**src/hw/rtl/sccb_pkg.sv**
```systemverilog
// Shared types and constants for the SCCB line sequencer.
package sccb_pkg;

  // Command codes carried in the mode field of an input beat.
  localparam logic [2:0] MODE_TICK  = 3'd0;
  localparam logic [2:0] MODE_START = 3'd1;
  localparam logic [2:0] MODE_STOP  = 3'd2;
  localparam logic [2:0] MODE_SEND  = 3'd3;
  localparam logic [2:0] MODE_RECV  = 3'd4;
  localparam logic [2:0] MODE_ACK   = 3'd5;

  localparam int unsigned UnitW    = 16;
  localparam int unsigned ByteW    = 8;
  localparam int unsigned BitIdxW  = 4;
  localparam logic [UnitW-1:0]   UnitTicksReset = 16'd100;
  localparam logic [BitIdxW-1:0] BitsPerByte    = 4'd8;

  typedef enum logic [13:0] {
    PH_IDLE      = 14'h0001,
    PH_ST1       = 14'h0002,
    PH_ST2       = 14'h0004,
    PH_SP1       = 14'h0008,
    PH_SP2       = 14'h0010,
    PH_TX_HI     = 14'h0020,
    PH_TX_LO     = 14'h0040,
    PH_TX_NEXT   = 14'h0080,
    PH_RX_HI     = 14'h0100,
    PH_RX_SAMPLE = 14'h0200,
    PH_RX_LO     = 14'h0400,
    PH_ACK_HI    = 14'h0800,
    PH_ACK_LO    = 14'h1000,
    PH_ACK_END   = 14'h2000
  } phase_e;

  // Sequencer state carried from one tick to the next.
  typedef struct packed {
    phase_e               phase;
    logic [BitIdxW-1:0]   bit_idx;
    logic [ByteW-1:0]     shift;
    logic [UnitW-1:0]     tick_cnt;
    logic                 unit_left;
    logic                 scl;
    logic                 sda;
    logic                 sda_oe;
  } seq_state_t;

  // Per-tick result flags.
  typedef struct packed {
    logic             busy;
    logic             done;
    logic [ByteW-1:0] rx_byte;
    logic             rejected;
  } seq_flags_t;

endpackage

```
**src/hw/rtl/sccb_cmd_if.sv**
```systemverilog
// Command channel: one tick beat with its command and sampled SDA level.
interface sccb_cmd_if;
  logic       valid;
  logic       ready;
  logic [2:0] mode;
  logic [7:0] tx_byte;
  logic       sda_in;

  modport source (output valid, output mode, output tx_byte, output sda_in, input ready);
  modport sink   (input valid, input mode, input tx_byte, input sda_in, output ready);
endinterface

```
**src/hw/rtl/sccb_res_if.sv**
```systemverilog
// Result channel: line levels and status after one tick.
interface sccb_res_if;
  logic       valid;
  logic       ready;
  logic       scl;
  logic       sda_out;
  logic       sda_oe;
  logic       busy_res;
  logic       done_res;
  logic [7:0] rx_byte;
  logic       rejected;

  modport source (output valid, output scl, output sda_out, output sda_oe, output busy_res,
                  output done_res, output rx_byte, output rejected, input ready);
  modport sink   (input valid, input scl, input sda_out, input sda_oe, input busy_res,
                  input done_res, input rx_byte, input rejected, output ready);
endinterface

```
**src/hw/rtl/sccb_step.sv**
```systemverilog
// Next-state logic of the SCCB line sequencer for one tick.
module sccb_step (
  input  sccb_pkg::seq_state_t       state_i,
  input  logic [2:0]                 mode_i,
  input  logic [7:0]                 tx_byte_i,
  input  logic                       sda_in_i,
  input  logic [sccb_pkg::UnitW-1:0] unit_ticks_i,
  output sccb_pkg::seq_state_t       state_o,
  output sccb_pkg::seq_flags_t       flags_o
);
  import sccb_pkg::*;

  logic             is_cmd;
  logic [UnitW-1:0] unit_eff;
  logic [UnitW-1:0] tick_dec;
  logic             wait_set;
  logic             wait_two;
  phase_e           wait_next;
  logic             fin;
  logic             rx_fin;
  logic             act;

  assign is_cmd   = (mode_i >= MODE_START) && (mode_i <= MODE_ACK);
  assign unit_eff = (unit_ticks_i == '0) ? UnitW'(1) : unit_ticks_i;
  assign tick_dec = (state_i.tick_cnt != '0) ? state_i.tick_cnt - UnitW'(1) : state_i.tick_cnt;

  always_comb begin
    state_o   = state_i;
    wait_set  = 1'b0;
    wait_two  = 1'b0;
    wait_next = PH_IDLE;
    fin       = 1'b0;
    rx_fin    = 1'b0;
    act       = 1'b0;
    flags_o.rejected = 1'b0;

    if (state_i.phase == PH_IDLE) begin
      if (is_cmd) begin
        state_o.bit_idx = '0;
        wait_set = 1'b1;
        wait_two = 1'b1;
        case (mode_i)
          MODE_START: begin
            state_o.scl = 1'b1;
            state_o.sda = 1'b1;
            wait_next   = PH_ST1;
          end
          MODE_STOP: begin
            state_o.scl = 1'b0;
            state_o.sda = 1'b0;
            wait_next   = PH_SP1;
          end
          MODE_SEND: begin
            state_o.scl   = 1'b0;
            state_o.sda   = tx_byte_i[ByteW-1];
            state_o.shift = {tx_byte_i[ByteW-2:0], 1'b0};
            wait_next     = PH_TX_HI;
          end
          MODE_RECV: begin
            state_o.sda_oe = 1'b0;
            state_o.scl    = 1'b0;
            state_o.shift  = '0;
            wait_next      = PH_RX_HI;
          end
          default: begin
            state_o.scl = 1'b0;
            state_o.sda = 1'b0;
            wait_next   = PH_ACK_HI;
          end
        endcase
      end
    end else begin
      flags_o.rejected = is_cmd;
      state_o.tick_cnt = tick_dec;
      if (tick_dec == '0) begin
        if (state_i.unit_left) begin
          state_o.unit_left = 1'b0;
          state_o.tick_cnt  = unit_eff;
        end else begin
          act = 1'b1;
        end
      end
    end

    if (act) begin
      unique case (state_i.phase)
        PH_ST1: begin
          state_o.sda = 1'b0;
          wait_set = 1'b1; wait_two = 1'b1; wait_next = PH_ST2;
        end
        PH_ST2: begin
          state_o.scl = 1'b0;
          fin = 1'b1;
        end
        PH_SP1: begin
          state_o.scl = 1'b1;
          wait_set = 1'b1; wait_two = 1'b1; wait_next = PH_SP2;
        end
        PH_SP2: begin
          state_o.sda = 1'b1;
          fin = 1'b1;
        end
        PH_TX_HI: begin
          state_o.scl = 1'b1;
          wait_set = 1'b1; wait_two = 1'b1; wait_next = PH_TX_LO;
        end
        PH_TX_LO: begin
          state_o.scl = 1'b0;
          wait_set = 1'b1; wait_two = 1'b1; wait_next = PH_TX_NEXT;
        end
        PH_TX_NEXT: begin
          state_o.bit_idx = state_i.bit_idx + BitIdxW'(1);
          if (state_o.bit_idx >= BitsPerByte) begin
            fin = 1'b1;
          end else begin
            // drive the next data bit, MSB first
            state_o.sda   = state_i.shift[ByteW-1];
            state_o.shift = {state_i.shift[ByteW-2:0], 1'b0};
            wait_set = 1'b1; wait_two = 1'b1; wait_next = PH_TX_HI;
          end
        end
        PH_RX_HI: begin
          if (state_i.bit_idx >= BitsPerByte) begin
            state_o.sda_oe = 1'b1;
            rx_fin = 1'b1;
            fin    = 1'b1;
          end else begin
            state_o.scl = 1'b1;
            wait_set = 1'b1; wait_next = PH_RX_SAMPLE;
          end
        end
        PH_RX_SAMPLE: begin
          state_o.shift   = {state_i.shift[ByteW-2:0], sda_in_i};
          state_o.bit_idx = state_i.bit_idx + BitIdxW'(1);
          wait_set = 1'b1; wait_next = PH_RX_LO;
        end
        PH_RX_LO: begin
          state_o.scl = 1'b0;
          wait_set = 1'b1; wait_two = 1'b1; wait_next = PH_RX_HI;
        end
        PH_ACK_HI: begin
          state_o.scl = 1'b1;
          wait_set = 1'b1; wait_two = 1'b1; wait_next = PH_ACK_LO;
        end
        PH_ACK_LO: begin
          state_o.scl = 1'b0;
          wait_set = 1'b1; wait_two = 1'b1; wait_next = PH_ACK_END;
        end
        default: begin
          fin = 1'b1;
        end
      endcase
    end

    if (wait_set) begin
      state_o.tick_cnt  = unit_eff;
      state_o.unit_left = wait_two;
      state_o.phase     = wait_next;
    end
    if (fin) begin
      state_o.phase     = PH_IDLE;
      state_o.tick_cnt  = '0;
      state_o.unit_left = 1'b0;
    end

    flags_o.busy    = (state_o.phase != PH_IDLE);
    flags_o.done    = fin;
    flags_o.rx_byte = rx_fin ? state_o.shift : '0;
  end

endmodule

```
**src/hw/rtl/sccb_bit_level_master_top.sv**
```systemverilog
// Top level of the SCCB bit-level master line sequencer.
//
// Every command beat stands for one clock tick of the bus sequencer and
// produces exactly one result beat with the SCL/SDA levels after that tick.
// The block takes one beat per cycle: the whole tick update is combinational
// logic between the sequencer state registers and a result register, and a
// new beat is accepted whenever that result register is empty or being
// drained in the same cycle, so a stalled sink costs nothing until it holds
// one unread result. A start or stop sequence lasts 4 delay units, an ack 6,
// a send 6 units per bit, a receive 4 units per bit plus 2; one unit is
// unit_ticks ticks (0 acts as 1). Commands beats arriving while a sequence
// runs, including on its done tick, are dropped and flagged as rejected.
// Write unit_ticks only while the sequencer is idle; reset value is 100.
module sccb_bit_level_master_top (
  input  logic                       clk_i,
  input  logic                       rst_ni,
  input  logic                       cfg_we_i,
  input  logic [sccb_pkg::UnitW-1:0] cfg_wdata_i,
  sccb_cmd_if.sink                   cmd_i,
  sccb_res_if.source                 res_o
);
  import sccb_pkg::*;

  logic [UnitW-1:0] unit_ticks_q;
  seq_state_t       state_q, state_d;
  seq_flags_t       flags_d;
  logic             res_valid_q;
  logic             cmd_fire;

  // Result payload registers.
  logic             scl_q, sda_q, oe_q;
  seq_flags_t       flags_q;

  // Hold the next beat only when an unread result would be overwritten.
  assign cmd_i.ready = !res_valid_q || res_o.ready;
  assign cmd_fire    = cmd_i.valid && cmd_i.ready;

  sccb_step u_step (
    .state_i      (state_q),
    .mode_i       (cmd_i.mode),
    .tx_byte_i    (cmd_i.tx_byte),
    .sda_in_i     (cmd_i.sda_in),
    .unit_ticks_i (unit_ticks_q),
    .state_o      (state_d),
    .flags_o      (flags_d)
  );

  always_ff @(posedge clk_i or negedge rst_ni) begin
    if (!rst_ni) begin
      unit_ticks_q <= UnitTicksReset;
    end else if (cfg_we_i) begin
      unit_ticks_q <= cfg_wdata_i;
    end
  end

  // Advance the sequencer one tick per accepted beat.
  always_ff @(posedge clk_i or negedge rst_ni) begin
    if (!rst_ni) begin
      state_q.phase     <= PH_IDLE;
      state_q.bit_idx   <= '0;
      state_q.shift     <= '0;
      state_q.tick_cnt  <= '0;
      state_q.unit_left <= 1'b0;
      state_q.scl       <= 1'b1;
      state_q.sda       <= 1'b1;
      state_q.sda_oe    <= 1'b1;
      res_valid_q       <= 1'b0;
    end else begin
      if (cmd_fire) begin
        state_q     <= state_d;
        res_valid_q <= 1'b1;
      end else if (res_o.ready) begin
        res_valid_q <= 1'b0;
      end
    end
  end

  always_ff @(posedge clk_i) begin
    if (cmd_fire) begin
      scl_q   <= state_d.scl;
      sda_q   <= state_d.sda;
      oe_q    <= state_d.sda_oe;
      flags_q <= flags_d;
    end
  end

  assign res_o.valid    = res_valid_q;
  assign res_o.scl      = scl_q;
  assign res_o.sda_out  = sda_q;
  assign res_o.sda_oe   = oe_q;
  assign res_o.busy_res = flags_q.busy;
  assign res_o.done_res = flags_q.done;
  assign res_o.rx_byte  = flags_q.rx_byte;
  assign res_o.rejected = flags_q.rejected;

  // A finished sequence leaves the sequencer idle.
  a_done_not_busy: assert property (@(posedge clk_i) disable iff (!rst_ni)
    res_o.valid && res_o.done_res |-> !res_o.busy_res)
    else $error("done reported while still busy");

  // Received data appears only on the done beat.
  a_rx_only_on_done: assert property (@(posedge clk_i) disable iff (!rst_ni)
    res_o.valid && (res_o.rx_byte != '0) |-> res_o.done_res)
    else $error("rx_byte nonzero outside done beat");

  // Idle sequencer carries no pending wait.
  a_idle_no_wait: assert property (@(posedge clk_i) disable iff (!rst_ni)
    state_q.phase == PH_IDLE |-> (state_q.tick_cnt == '0) && !state_q.unit_left)
    else $error("idle with pending wait");

  // SDA is released only inside a receive sequence.
  a_release_in_rx: assert property (@(posedge clk_i) disable iff (!rst_ni)
    !state_q.sda_oe |-> (state_q.phase == PH_RX_HI) || (state_q.phase == PH_RX_SAMPLE) ||
                        (state_q.phase == PH_RX_LO))
    else $error("SDA released outside receive");

endmodule

```
**src/flat_wrapper.sv**
```systemverilog
// flat-port wrapper written by rule: the top's interface ports become plain ports
module sccb_bit_level_master_top_flat import sccb_pkg::*;
  (clk_i, rst_ni, cfg_we_i, cfg_wdata_i, cmd_i_valid, cmd_i_mode, cmd_i_tx_byte, cmd_i_sda_in, cmd_i_ready, res_o_valid, res_o_scl, res_o_sda_out, res_o_sda_oe, res_o_busy_res, res_o_done_res, res_o_rx_byte, res_o_rejected, res_o_ready);
  sccb_cmd_if cmd_i_i ();
  sccb_res_if res_o_i ();
  input  logic clk_i;
  input  logic rst_ni;
  input  logic cfg_we_i;
  input  logic [sccb_pkg::UnitW-1:0] cfg_wdata_i;
  input wire logic [$bits(cmd_i_i.valid)-1:0] cmd_i_valid;
  input wire logic [$bits(cmd_i_i.mode)-1:0] cmd_i_mode;
  input wire logic [$bits(cmd_i_i.tx_byte)-1:0] cmd_i_tx_byte;
  input wire logic [$bits(cmd_i_i.sda_in)-1:0] cmd_i_sda_in;
  output wire logic [$bits(cmd_i_i.ready)-1:0] cmd_i_ready;
  output wire logic [$bits(res_o_i.valid)-1:0] res_o_valid;
  output wire logic [$bits(res_o_i.scl)-1:0] res_o_scl;
  output wire logic [$bits(res_o_i.sda_out)-1:0] res_o_sda_out;
  output wire logic [$bits(res_o_i.sda_oe)-1:0] res_o_sda_oe;
  output wire logic [$bits(res_o_i.busy_res)-1:0] res_o_busy_res;
  output wire logic [$bits(res_o_i.done_res)-1:0] res_o_done_res;
  output wire logic [$bits(res_o_i.rx_byte)-1:0] res_o_rx_byte;
  output wire logic [$bits(res_o_i.rejected)-1:0] res_o_rejected;
  input wire logic [$bits(res_o_i.ready)-1:0] res_o_ready;
  assign cmd_i_i.valid = cmd_i_valid;
  assign cmd_i_i.mode = cmd_i_mode;
  assign cmd_i_i.tx_byte = cmd_i_tx_byte;
  assign cmd_i_i.sda_in = cmd_i_sda_in;
  assign cmd_i_ready = cmd_i_i.ready;
  assign res_o_valid = res_o_i.valid;
  assign res_o_scl = res_o_i.scl;
  assign res_o_sda_out = res_o_i.sda_out;
  assign res_o_sda_oe = res_o_i.sda_oe;
  assign res_o_busy_res = res_o_i.busy_res;
  assign res_o_done_res = res_o_i.done_res;
  assign res_o_rx_byte = res_o_i.rx_byte;
  assign res_o_rejected = res_o_i.rejected;
  assign res_o_i.ready = res_o_ready;
  sccb_bit_level_master_top u_core (.clk_i(clk_i), .rst_ni(rst_ni), .cfg_we_i(cfg_we_i), .cfg_wdata_i(cfg_wdata_i), .cmd_i(cmd_i_i), .res_o(res_o_i));
endmodule
```
**config.mk**
```make
export PLATFORM = sky130hd
export DESIGN_NAME = sccb_bit_level_master_top_flat
export DESIGN_NICKNAME = d
export VERILOG_FILES = /design/src/hw/rtl/sccb_pkg.sv /design/src/hw/rtl/sccb_cmd_if.sv /design/src/hw/rtl/sccb_res_if.sv /design/src/hw/rtl/sccb_step.sv /design/src/hw/rtl/sccb_bit_level_master_top.sv /design/src/flat_wrapper.sv
export SDC_FILE = /design/constraint.sdc
export NUM_CORES = 1
export LEC_CHECK = 0
export ABC_AREA = 1
export BUFFER_PORTS_ARGS = -buffer_cell sky130_fd_sc_hd__buf_4
export CAP_MARGIN = 20
export CORE_MARGIN = 5
export CORE_UTILIZATION = 45
export CTS_CLUSTER_DIAMETER = 60
export DETAILED_ROUTE_END_ITERATION = 8
export GPL_TIMING_DRIVEN = 0
export PLACE_DENSITY = 0.68
export SLEW_MARGIN = 20
export SYNTH_ARGS = -nofsm -noshare
export SYNTH_HDL_FRONTEND = slang
export SYNTH_SLANG_ARGS = --single-unit
```
**constraint.sdc**
```tcl
create_clock -name clk_i -period 8.2 [get_ports clk_i]
set_clock_uncertainty 0.1 [all_clocks]
set_input_delay 1.64 -clock clk_i [delete_from_list [all_inputs] [get_ports clk_i]]
set_output_delay 1.64 -clock clk_i [all_outputs]
set_load 0.05 [all_outputs]
```
Yosys cells after proc, flatten, opt, wreduce, memory -nomap -nowiden
Index checks and enable logic that the tools add are counted.
{ "totals": {"in_bits": 33, "reg_bits": 77, "output_inout_bits": 16} }
{ "classes": {"muxes": 53, "n_addsub": 2, "n_eq_ne": 19, "reduce_logical": 15, "magnitude_cmp": 4} }
{ "op_table": {"columns": ["op", "count"], "rows": [
  ["$pmux 14 s10", 1],
  ["$mux 17", 5],
  ["$mux 14", 5],
  ["$mux 12", 5],
  ["$pmux 12 s4", 1],
  ["$logic_not 16->1", 2],
  ["$mux 16", 2],
  ["$pmux 12 s2", 1],
  ["$mux 1", 22],
  ["$pmux 8 s2", 1],
  ["$reduce_bool 16->1", 1],
  ["$sub 16x1->16 const B", 1],
  ["$pmux 1 s3", 5],
  ["$eq 14x1->1 const B", 1],
  ["$eq 14x10->1 const B", 1],
  ["$eq 14x11->1 const B", 1],
  ["$eq 14x12->1 const B", 1],
  ["$eq 14x13->1 const B", 1],
  ["$eq 14x2->1 const B", 1],
  ["$eq 14x3->1 const B", 1],
  ["$eq 14x4->1 const B", 1],
  ["$eq 14x5->1 const B", 1],
  ["$eq 14x6->1 const B", 1],
  ["$eq 14x7->1 const B", 1],
  ["25 further kinds", 30]
]} }

Logic depth before layout (Yosys ltp)
{ "logic_depth": {"depth_word": 10, "mapped_depth": 20, "depth_no_buf": 20} }

Modules after synthesis
Synthesis repeated with hierarchy kept, for this count alone.
{ "hier_totals": {"cells_unflattened": 837, "area_unflattened_um2": 5557.8} }
{ "modules_own_cells": {"columns": ["module", "seq_area_each_um2", "cells_each", "area_per_inst_um2", "n_inst"], "rows": [
  ["sccb_bit_level_master_top", 2005.7, 286, 2936.6, 1],
  ["sccb_step", 0.0, 551, 2621.3, 1]
]} }

Worst setup path before layout
No wires, ideal clock.
{ "synth_path": {"path_kind": "input to output", "from": "in res_o_ready", "to": "out cmd_i_ready", "path_slack_ns": 4.439, "path_stages": 2, "arrival_time_ns": 2.021, "cell_sequence": "inv_1 > nand2_1"} }
{ "synth_between": {"elab_chain_cells": 1} }
{ "synth_rtl": {"columns": ["item", "line_no", "text"], "rows": [
  ["from (decl)", "flat_wrapper.sv:23", "input wire logic [$bits(res_o_i.ready)-1:0] res_o_ready;"],
  ["$logic_or 1x1->1", "sccb_bit_level_master_top.sv:35", "assign cmd_i.ready = !res_valid_q || res_o.ready;"],
  ["to (decl)", "flat_wrapper.sv:14", "output wire logic [$bits(cmd_i_i.ready)-1:0] cmd_i_ready;"]
]} }
No other way between the ends.

Worst setup path in the final report
Same ends and word-level chain as after synthesis.

==> summary.txt <==
Run status
  • Status: finished, final reports clean

CTS
  • Setup repair bufs after CTS: 0
  • CTS Buffer Depth: 2
  • Clock Latency Late Sink: 0.36 ns
  • Clk slew on worst S/H paths: roughly 0.090 ns
  • CTS Hold Bufs: 0
  • Clock root cell: clkbuf_8
  • CTS resizes: 0
  • Cts bufs inserted: 9
  • TritonCTS Sinks: between 70 and 80
  • H-tree levels: 3
  • CTS tree: built

Global routing
  • Initial antenna violation count: 0
  • GRT Total Usage: 0.221
  • Vias in the first global route: approximately 4,700
  • First-pass GRT wire length: approximately 23,000 um
  • Gr ovfl total: 0
  • Maximum number of pins on one net before global-route repair: 64

Place
  • RD Place Congestion: approximately 0.94
  • Dpl hpwl: 10,800 um
  • Number of port buffers: between 40 and 50
  • Placed Area: approximately 5600 um2

Critical path
  • WP buf/inv: 3
  • CP Max Fanout: 3
  • Critical Path AT: a little over 2 ns
  • Crit path kind: input pin to primary output
  • Cell family with most CP delay: buffers and inverters
  • Slack of the worst reg-to-reg path: between 4 and 5 ns
  • Reg-to-Reg End: u_core.res_o.busy_res
  • Crit path cell chain: buf_4 > inv_1 > nand2_1 > buf_4
  • CP required: about 6.5 ns
  • R2R cell count: 18
  • Crit end category: primary output
  • Crit-path most repeated cell: buf_4
  • Crit-path slowest cell: buf_4
  • Worst r2r src: u_core.state_q[4]
  • Crit path depth: 4
  • CP Launch Type: input pin
  • Worst path max stage delay: 0.20 ns

Logic synthesis
  • Mapped Cells: about 710
  • Largest cells by area after synthesis: dfrtp_1, nand2_1, edfxtp_1
  • Mux contribution to synthesized area: 0.0201
  • Mapped Nets: 750
  • Post-synthesis sequential area ratio: 0.398
  • Syn avg cell area: a little over 7 um2
  • Top FF cell, synth: dfrtp_1
  • Largest family of logic cells by synthesized area: simple AND/OR/NAND/NOR gates
  • Synth Area in Adders: 0.00745
  • Simple-gate share of the synthesized area: 0.343
  • Synth Area in Compound Gates: 0.124
  • Yosys Warn Count: 0
  • Largest area contributor in the synthesized netlist: dfrtp_1
  • Synthesized area: slightly above 5000 um2
  • Synth Area in XOR/XNOR: 0.0122
  • Yosys cell types: 38
  • Number of synthesized register bits: 77
  • Number of synthesized flops with an enable pin: 14
  • Post-synth ARST share: 0.818
  • Area share of the largest cell type after synthesis: 0.278
  • Synth cell count leaders: nand2_1, inv_1, nor2_1
  • Most common cell in the netlist: nand2_1

Power and ir drop
  • Internal power: around 940 uW
  • Seq pwr share: 0.315
  • Sw frac: 0.496
  • Combinational power share: 0.544
  • LEAKAGE: roughly 2.8 nW
  • Switching pwr: about 930 uW
  • PD cells: between 300 and 400 nW/um2
  • Clock share of power: 0.142
  • Peak VDD IR: 0.134 mV

STA
  • Final setup fails: 0
  • Min cycle time layout: 3.79 ns
  • Final slew viol count: 0
  • Worst-Margin Slew: a little over 0.8 ns
  • Fin. Hold Viols: 0
  • Max Clk Rate: between 200 and 300 MHz
  • RSZ-0062 raised after global routing: no
  • Setup TNS: 0 ns
  • Relative slew slack: 0.455
  • Final Hold Slack: ~0.38 ns
  • Period utilisation layout: 0.462

Final layout
  • Nets: approximately 810
  • Layout cells sized above 1: 0.162
  • N_diodes: 0
  • Final core occ: 0.527
  • Post-synthesis to final-layout area growth: 14.0%
  • Post-route cell area: around 5700 um2

Flow run
  • Number of max-cap violations: 0

Worst hold path
  • Worst min-delay path category: register to register
  • Worst hold path depth: 2
  • Min-delay src: u_core.state_q[1]
  • WHS Endpoint: u_core.state_q[1]

Route
  • DR iter-0 viols: 354
  • DRC viols: 0
  • Antenna Nets Post-Route: 0
  • Total wire length: roughly 14,000 um
  • Via/cell ratio: 5.46
  • Vias: around 5,000
  • Total iterations of the first detailed-routing run: 5
  • Wire per inst: approximately 15 um

Floorplan
  • I/O Pins: 49
  • Chip height: roughly 120 um
  • Overall die area: roughly 13,000 um2
  • Die X: around 120 um
  • Rows: 38
  • Core Footprint: 10,900 um2
  • Starting density of the core: 0.463
## sequential cells by signal, indices dropped and copies added (netlist names)
register               flops
u_core.unit_ticks_q       16
u_core.state_q            46
u_core.res_o.rejected      1
u_core.res_o.busy_res      1
u_core.res_o.done_res      1
u_core.res_o.valid         1
u_core.res_o.scl           1
u_core.res_o.rx_byte       8
u_core.res_o.sda_oe        1
u_core.res_o.sda_out       1
## how the worst max path moves through the flow
stage / slack (ns) / to / from
after detailed placement: 4.25 / u_core.res_o.busy_res / cmd_i_mode[0]
after global routing: 4.37 / u_core.res_o.busy_res / cmd_i_mode[0]
after floorplan: 4.44 / cmd_i_ready / res_o_ready
after CTS: 4.41 / cmd_i_ready / res_o_ready
final: 4.41 / cmd_i_ready / res_o_ready
after global placement: 4.28 / u_core.res_o.busy_res / cmd_i_mode[0]
## layout by cell type, fill, tap and decap left out, types with 3 or more instances in the layout
cell | Yosys | routed
nand2_1 | 188 | 188
inv_1 | 92 | 92
nor2_1 | 69 | 69
nand3_1 | 68 | 68
o21ai_0 | 57 | 57
dfrtp_1 | 56 | 56
buf_4 | 3 | 51
o21ai_1 | 24 | 24
nand4_1 | 19 | 19
edfxtp_1 | 14 | 14
nor3_1 | 11 | 11
nor2_2 | 10 | 10
clkbuf_1 | 9 | 10
clkbuf_8 | 0 | 10
inv_2 | 9 | 9
mux2_2 | 9 | 9
o21ai_2 | 8 | 8
nand2_2 | 8 | 8
o22ai_1 | 7 | 7
dfstp_2 | 7 | 7
a21oi_1 | 6 | 6
xor2_1 | 6 | 6
nor4_1 | 5 | 5
nand3b_1 | 4 | 4
nand3_4 | 3 | 3
ha_1 | 3 | 3
## metal layers
metal / global-route usage / part of all wire / vias up
li1: - / - / 2454
met1: 0.330 / 0.48 / 2371
met2: 0.333 / 0.44 / 172
met3: 0.0381 / 0.066 / 19
met4: 0.0541 / 0.011 / 0
met5: 0 / 0 / -
## per-stage QoR
stage | worst slack [ns] | power (mW) | instances
floorplan | 4.44 | 1.35 | 714
global placement | 4.28 | 1.58 | 902
detailed placement | 4.25 | 1.59 | 902
CTS | 4.41 | 1.87 | 918
global route | 4.37 | 2.05 | 918
finish | 4.41 | 1.88 | 918
## power groups by stage
stage                     logic [mW]  registers (mW)  clock network, mW
final                           1.02           0.590              0.266
after global routing            1.16           0.603              0.287
after CTS                       1.01           0.587              0.275
after detailed placement       0.999           0.594                  0
after global placement         0.985           0.591                  0
after floorplan                0.760           0.590                  0
## layout make-up
type,count,area (um2)
tap,140,175
clock buffer,12,145
sequential,77,2010
buffer,16,90.1
multi-input combinational,518,2550
clock inverter,4,25.0
fill,1123,5140
timing repair buffer,48,360
inverter,103,387
## logic make-up after synthesis
kind of cell | Yosys count
adders and majority gates | 3
AOI/OAI and AO/OA | 112
xor gates and xnor gates | 7
buffers and inverters | 119
and+or+nand+nor | 387
muxes | 9
DFF | 77
## tightest hold or removal path: stages (launching register included)
cell and delay, ns:
dfstp_2 0.38, nand2_1 0.06, nand2_1 0.05
Note: power is estimated with default switching activity, not from simulation.
